==> src/rtl/hsd_pkg.sv <==
// Shared constants and types for the header sync packet deframer.
package hsd_pkg;

  localparam int FrameLen = 6;
  localparam int CountW = 3;
  localparam logic [7:0] HdrFirst = 8'hFF;
  localparam logic [7:0] HdrSecond = 8'h55;

  typedef logic [7:0] byte_t;
  typedef logic [CountW-1:0] count_t;
  typedef byte_t [FrameLen-1:0] frame_t;

  // One received byte held in the input register.
  typedef struct packed {
    logic valid;
    byte_t data;
  } byte_beat_t;

  // Outcome of processing one byte.
  typedef struct packed {
    logic emit;
    logic [15:0] word;
  } result_t;

endpackage

==> src/rtl/hsd_in_stage.sv <==
// Input register that holds one received byte until the frame logic takes it.
module hsd_in_stage (
  input  logic                clk,
  input  logic                rst,
  input  logic                in_valid,
  output logic                in_ready,
  input  logic [7:0]          rx_byte,
  input  logic                advance,
  output hsd_pkg::byte_beat_t beat
);

  logic       valid;
  logic [7:0] data;

  // The register frees up whenever its content moves on in this cycle.
  assign in_ready = !valid || advance;

  always_ff @(posedge clk) begin
    if (rst) begin
      valid <= 1'b0;
    end else if (in_ready) begin
      valid <= in_valid;
    end
  end

  always_ff @(posedge clk) begin
    if (in_valid && in_ready) begin
      data <= rx_byte;
    end
  end

  assign beat.valid = valid;
  assign beat.data  = data;

endmodule

==> src/rtl/hsd_deframe.sv <==
// Frame buffer, header search and shift, and complement check of a full frame.
module hsd_deframe (
  input  logic                clk,
  input  logic                rst,
  input  hsd_pkg::byte_beat_t beat,
  input  logic                advance,
  output hsd_pkg::result_t    result
);

  hsd_pkg::frame_t frame;
  hsd_pkg::frame_t frame_next;
  hsd_pkg::count_t count;
  hsd_pkg::count_t count_next;

  always_comb begin
    hsd_pkg::frame_t w;
    hsd_pkg::frame_t shifted;
    hsd_pkg::count_t n;
    hsd_pkg::count_t sh;
    hsd_pkg::count_t count_mid;
    logic [hsd_pkg::CountW:0] idx;
    logic found;
    logic full;
    logic ok;

    w = frame;
    w[count] = beat.data;
    n = count + hsd_pkg::CountW'(1);
    found = 1'b0;
    sh = '0;

    // With two or more bytes, find the first header pair; without one, keep only a trailing first header byte.
    if (n >= hsd_pkg::CountW'(2)) begin
      for (int i = 0; i < hsd_pkg::FrameLen - 1; i++) begin
        if (!found && w[i] == hsd_pkg::HdrFirst && w[i+1] == hsd_pkg::HdrSecond &&
            hsd_pkg::CountW'(i + 1) < n) begin
          found = 1'b1;
          sh = hsd_pkg::CountW'(i);
        end
      end
      if (!found) begin
        sh = (beat.data == hsd_pkg::HdrFirst) ? count : n;
      end
    end

    for (int j = 0; j < hsd_pkg::FrameLen; j++) begin
      idx = (hsd_pkg::CountW + 1)'(j) + {1'b0, sh};
      shifted[j] = (idx < {1'b0, n}) ? w[idx[hsd_pkg::CountW-1:0]] : '0;
    end

    count_mid = n - sh;
    full = (count_mid == hsd_pkg::CountW'(hsd_pkg::FrameLen));
    ok = shifted[0] == hsd_pkg::HdrFirst && shifted[1] == hsd_pkg::HdrSecond &&
         shifted[2] == ~shifted[3] && shifted[4] == ~shifted[5];

    frame_next  = full ? '0 : shifted;
    count_next  = full ? '0 : count_mid;
    result.emit = beat.valid && full && ok;
    result.word = {shifted[4], shifted[2]};
  end

  always_ff @(posedge clk) begin
    if (rst) begin
      count <= '0;
      frame <= '0;
    end else if (beat.valid && advance) begin
      count <= count_next;
      frame <= frame_next;
    end
  end

endmodule

==> src/rtl/header_sync_packet_deframer.sv <==
// Header sync packet deframer: one received byte per beat goes into a six-byte frame
// buffer that is realigned on every beat to the header pair 0xFF 0x55; a full frame
// whose third byte is the complement of the fourth and whose fifth byte is the
// complement of the sixth yields one 16-bit word (fifth byte high, third byte low),
// and every full frame empties the buffer. The block takes one beat per clock cycle
// for as long as results are taken: the header search, shift and check are a single
// pass of parallel compares over the six buffer entries, so a byte is done while it
// sits in the input register. A result passes from the input register through the
// frame logic into the output register before it shows. A result waiting in
// the output register holds back the frame logic, and the input register then
// absorbs at most one more beat before in_ready drops.
module header_sync_packet_deframer (
  input  logic        clk,
  input  logic        rst,
  input  logic        in_valid,
  output logic        in_ready,
  input  logic [7:0]  rx_byte,
  output logic        out_valid,
  input  logic        out_ready,
  output logic [15:0] rx_word
);

  hsd_pkg::byte_beat_t beat;
  hsd_pkg::result_t    result;
  logic                advance;

  // The frame logic moves whenever the output register is empty or being drained.
  assign advance = !out_valid || out_ready;

  hsd_in_stage u_in_stage (
    .clk      (clk),
    .rst      (rst),
    .in_valid (in_valid),
    .in_ready (in_ready),
    .rx_byte  (rx_byte),
    .advance  (advance),
    .beat     (beat)
  );

  hsd_deframe u_deframe (
    .clk     (clk),
    .rst     (rst),
    .beat    (beat),
    .advance (advance),
    .result  (result)
  );

  // Output register. It loads a word only when a frame passes its checks.
  always_ff @(posedge clk) begin
    if (rst) begin
      out_valid <= 1'b0;
    end else if (advance) begin
      out_valid <= result.emit;
    end
  end

  always_ff @(posedge clk) begin
    if (advance && result.emit) begin
      rx_word <= result.word;
    end
  end

endmodule

==> config.mk <==
export PLATFORM = sky130hd
export DESIGN_NAME = header_sync_packet_deframer
export DESIGN_NICKNAME = d
export VERILOG_FILES = /design/src/rtl/hsd_pkg.sv /design/src/rtl/hsd_in_stage.sv /design/src/rtl/hsd_deframe.sv /design/src/rtl/header_sync_packet_deframer.sv
export SDC_FILE = /design/constraint.sdc
export NUM_CORES = 1
export LEC_CHECK = 0
export ABC_CLOCK_PERIOD_IN_PS = 7250
export BUFFER_PORTS_ARGS = -buffer_cell sky130_fd_sc_hd__buf_4
export CORE_MARGIN = 1.5
export CORE_UTILIZATION = 45
export DETAILED_ROUTE_END_ITERATION = 10
export GPL_ROUTABILITY_DRIVEN = 1
export GPL_TIMING_DRIVEN = 0
export SYNTH_ARGS = -nofsm -noshare
export SYNTH_HDL_FRONTEND = slang
export SYNTH_HIERARCHICAL = 1
export SYNTH_SLANG_ARGS = --single-unit
==> constraint.sdc <==
create_clock -name clk -period 7.25 [get_ports clk]
set_input_delay 1.45 -clock clk [delete_from_list [all_inputs] [get_ports clk]]
set_output_delay 1.45 -clock clk [all_outputs]
set_load 0.005 [all_outputs]
==> impl_metrics.json <==
{
  "synth_top_area_share_pct": 16.1,
  "synth_xor_area_share_pct": 2.77,
  "fin_hold_ws_ns": 0.495,
  "synth_top_family_by_area": "compound AO/OA/AOI/OAI gates",
  "final_area_um2": 7540,
  "synth_area_leaders": "dfxtp_1 (16%), edfxtp_1 (11%), nor2_1 (6.4%)",
  "cts_made_buffers": 9,
  "cp-start-kind": "flip-flop",
  "synth.distinct_cells": 88,
  "synth-simple-area-share_pct": 23.2,
  "die_y_um": 124,
  "top_usage_layer": "met2",
  "clk_pin_slew_worst_paths_ns": 0.06,
  "syn2layout_area_growth_pct": 14.3,
  "antenna_found_initial": 0,
  "slew_violations": 0,
  "dp.final_hpwl_mm": 24.5,
  "worstPathRequired_ns": 7.30,
  "antenna_cells": 0,
  "slew_headroom_pct": 12.9,
  "place.gp.congestion": 1.11,
  "core_um2": 14400,
  "worstSetupEndpointType": "flip-flop",
  "grt_max_degree": 17,
  "grt_use_total_pct": 41.8,
  "ant_nets": 0,
  "tightest_slew_ns": 1.29,
  "yosys_warnings": 6,
  "ioPinCount": 30,
  "ctsLongestPathBuffers": 2,
  "use_met1_pct": 53.0,
  "critPathTopFamily": "compound AO/OA/AOI/OAI gates",
  "clock_latency_ns": 0.35,
  "ys_async_sr_fraction_pct": 0,
  "synth_top_cell_by_area": "dfxtp_1",
  "vias": 7739,
  "use_met2_pct": 59.6,
  "finalCriticalPeriod_ns": 7.15,
  "synthTopCellsByCount": "nor2_1 (113), nand2_1 (66), dfxtp_1 (53)",
  "tritoncts": "done",
  "avgRoutedWirePerCell_um": 30.0,
  "syn_inst": 832,
  "final.setup.tns_ns": 0,
  "slowest_delay_ns": 0.45,
  "grtUsageMet3_pct": 14.3,
  "synth_flop_cell": "dfxtp_1",
  "cts.htree.levels": 3,
  "synth-edff-count": 24,
  "initial_core_util_pct": 45.8,
  "arrival_ns": 7.20,
  "skew_ns": 0.00595,
  "fin_ws_ns": 0.0975,
  "hold_end": "u_deframe/frame[28]",
  "rrSetupSlack_ns": 0.1,
  "io_buffers": 29,
  "grt_pass1_wl_mm": 45.4,
  "first_iter_violations": 1285,
  "ys_seq_area_share_pct": 27.0,
  "critPathSlowestCell": "a2111o_1",
  "status": "completed",
  "cp_max_fo": 12,
  "die_area_um2": 15400,
  "rr_worst_depth": 27,
  "drive_above_1_share_pct": 13.8,
  "synth_fa_ha_area_share_pct": 4.40,
  "hold_depth": 2,
  "remaining_drc_errors": 0,
  "leakage_nw": 2.71,
  "finalPower_mw": 1.96,
  "worstReg2RegStart": "u_deframe/count[1]",
  "dr.pass1.iters": 9,
  "dp_slack_ns": -0.786,
  "synth_compound_area_share_pct": 29.1,
  "period_share_pct": 98.7,
  "die_x_um": 124,
  "syn_area_per_cell_um2": 7.93,
  "max_freq_mhz": 140,
  "path_class": "reg2reg",
  "finalHoldViolCount": 0,
  "ir_drop_mv": 0.151,
  "drv_cap": 0,
  "cellPowerDensity_nw_per_um2": 260,
  "muxShareOfSynthArea_pct": 7.91,
  "netlist_area_um2": 6600,
  "wl_mm": 32.1,
  "rr_endpoint": "rx_word[2]",
  "setup_viol": 0,
  "grt_pass1_vias": 6877,
  "overflow": 0,
  "hp-start": "u_deframe/frame[28]",
  "hold_path_class": "reg2reg",
  "detail_route.vias_per_cell": 7.24,
  "cts-root-buf": "clkbuf_16",
  "cp_num_buf_inv": 8,
  "synth_fp_nets": 866,
  "ys_ff_latch": 77,
  "fin_nets": 914,
  "yosys.cell_count.top_type": "nor2_1",
  "cts_sinks": 77,
  "row_count": 44,
  "placed_cell_area_um2": 7050
}
## final cells by class
| type | count | area (µm²) |
|---|---|---|
| Timing Repair Buffer | 38 | 283 |
| Multi-Input combinational cell | 673 | 4580 |
| Fill cell | 1405 | 6880 |
| Clock buffer | 10 | 239 |
| Buffer | 59 | 297 |
| Tap cell | 184 | 230 |
| Inverter | 22 | 85.1 |
| Clock inverter | 6 | 42.5 |
| Sequential cell | 77 | 1780 |
## layout by cell type (no fill, tap or decap), types with 24 or more instances in the layout
master / n
nand2_1: 66
nor3_1: 31
mux2i_1: 38
a21oi_1: 49
a22oi_1: 38
clkbuf_1: 30
o21ai_0: 49
buf_4: 42
edfxtp_1: 24
dfxtp_1: 53
nor2_1: 113
## how the worst max path moves through the flow
stage	start	to	slack (ns)	cells after the start
finish	u_deframe/count[1]	rx_word[2]	0.1	27
global route	u_deframe/count[0]	rx_word[0]	-0.03	26
CTS	u_deframe/count[1]	rx_word[2]	0.02	27
detailed placement	u_deframe/count[1]	rx_word[1]	-0.79	26
global placement	u_deframe/count[1]	rx_word[6]	-0.67	25
floorplan	u_deframe/count[1]	rx_word[0]	0.83	27
## through the flow
step / utilization (%) / cells
after floorplan: - / 832
after global placement: 48.9 / 1045
after detailed placement: 48.9 / 1046
after CTS: 51.4 / 1066
after global routing: 52.3 / 1069
final: 52.3 / 1069
## cells by family after synthesis
kind of cell | Yosys count
AOI/OAI and AO/OA | 269
xor gates and xnor gates | 20
adders and majority gates | 22
buffers and inverters | 83
DFF | 77
muxes | 49
and+or+nand+nor | 312
## power by group
part           internal (mW)  leakage (nW)  switching (mW)
Sequential             0.462         0.651          0.0240
Clock                  0.244         0.140           0.198
Combinational          0.327          1.92           0.706
## repair_timing
item / CTS / global route
hold buffers: 0 / 0
endpoints found under the setup margin: 17 / 17
gates cloned: 0 / 1
buffers inserted: 4 / 4
pin swaps: 3 / 4
resized for setup: 11 / 21
## flip-flops by register name, indices dropped and copies added, names as in the netlist
register          cells
u_deframe/frame      48
rx_word              16
u_in_stage/data       8
u_in_stage/valid      1
u_deframe/count       3
out_valid             1
## per-layer routing
layer / vias up / share of wire, %
met5: - / 0
met3: 199 / 14
met1: 3616 / 37
met2: 691 / 41
li1: 3233 / -
met4: 0 / 8.2
## worst register-to-register path, stage by stage (launching register included)
cell and delay (ns):
dfxtp_1 0.33, buf_2 0.21, buf_2 0.27, inv_1 0.11
ha_4 0.39, nand4b_1 0.14, nor3_1 0.07, a31oi_2 0.25
nor4_4 0.10, a211oi_4 0.43, o21ai_4 0.13, inv_4 0.17
buf_6 0.21, clkbuf_4 0.29, buf_4 0.27, ha_1 0.27
xnor2_4 0.16, clkbuf_2 0.26, ha_1 0.27, a21o_1 0.17
a211o_1 0.39, a2111o_1 0.45, o41ai_2 0.13, xnor2_1 0.11
or4_1 0.44, nor3_1 0.25, and4_1 0.31, and2_4 0.26
No activity file was read; power rests on OpenSTA's default activity.
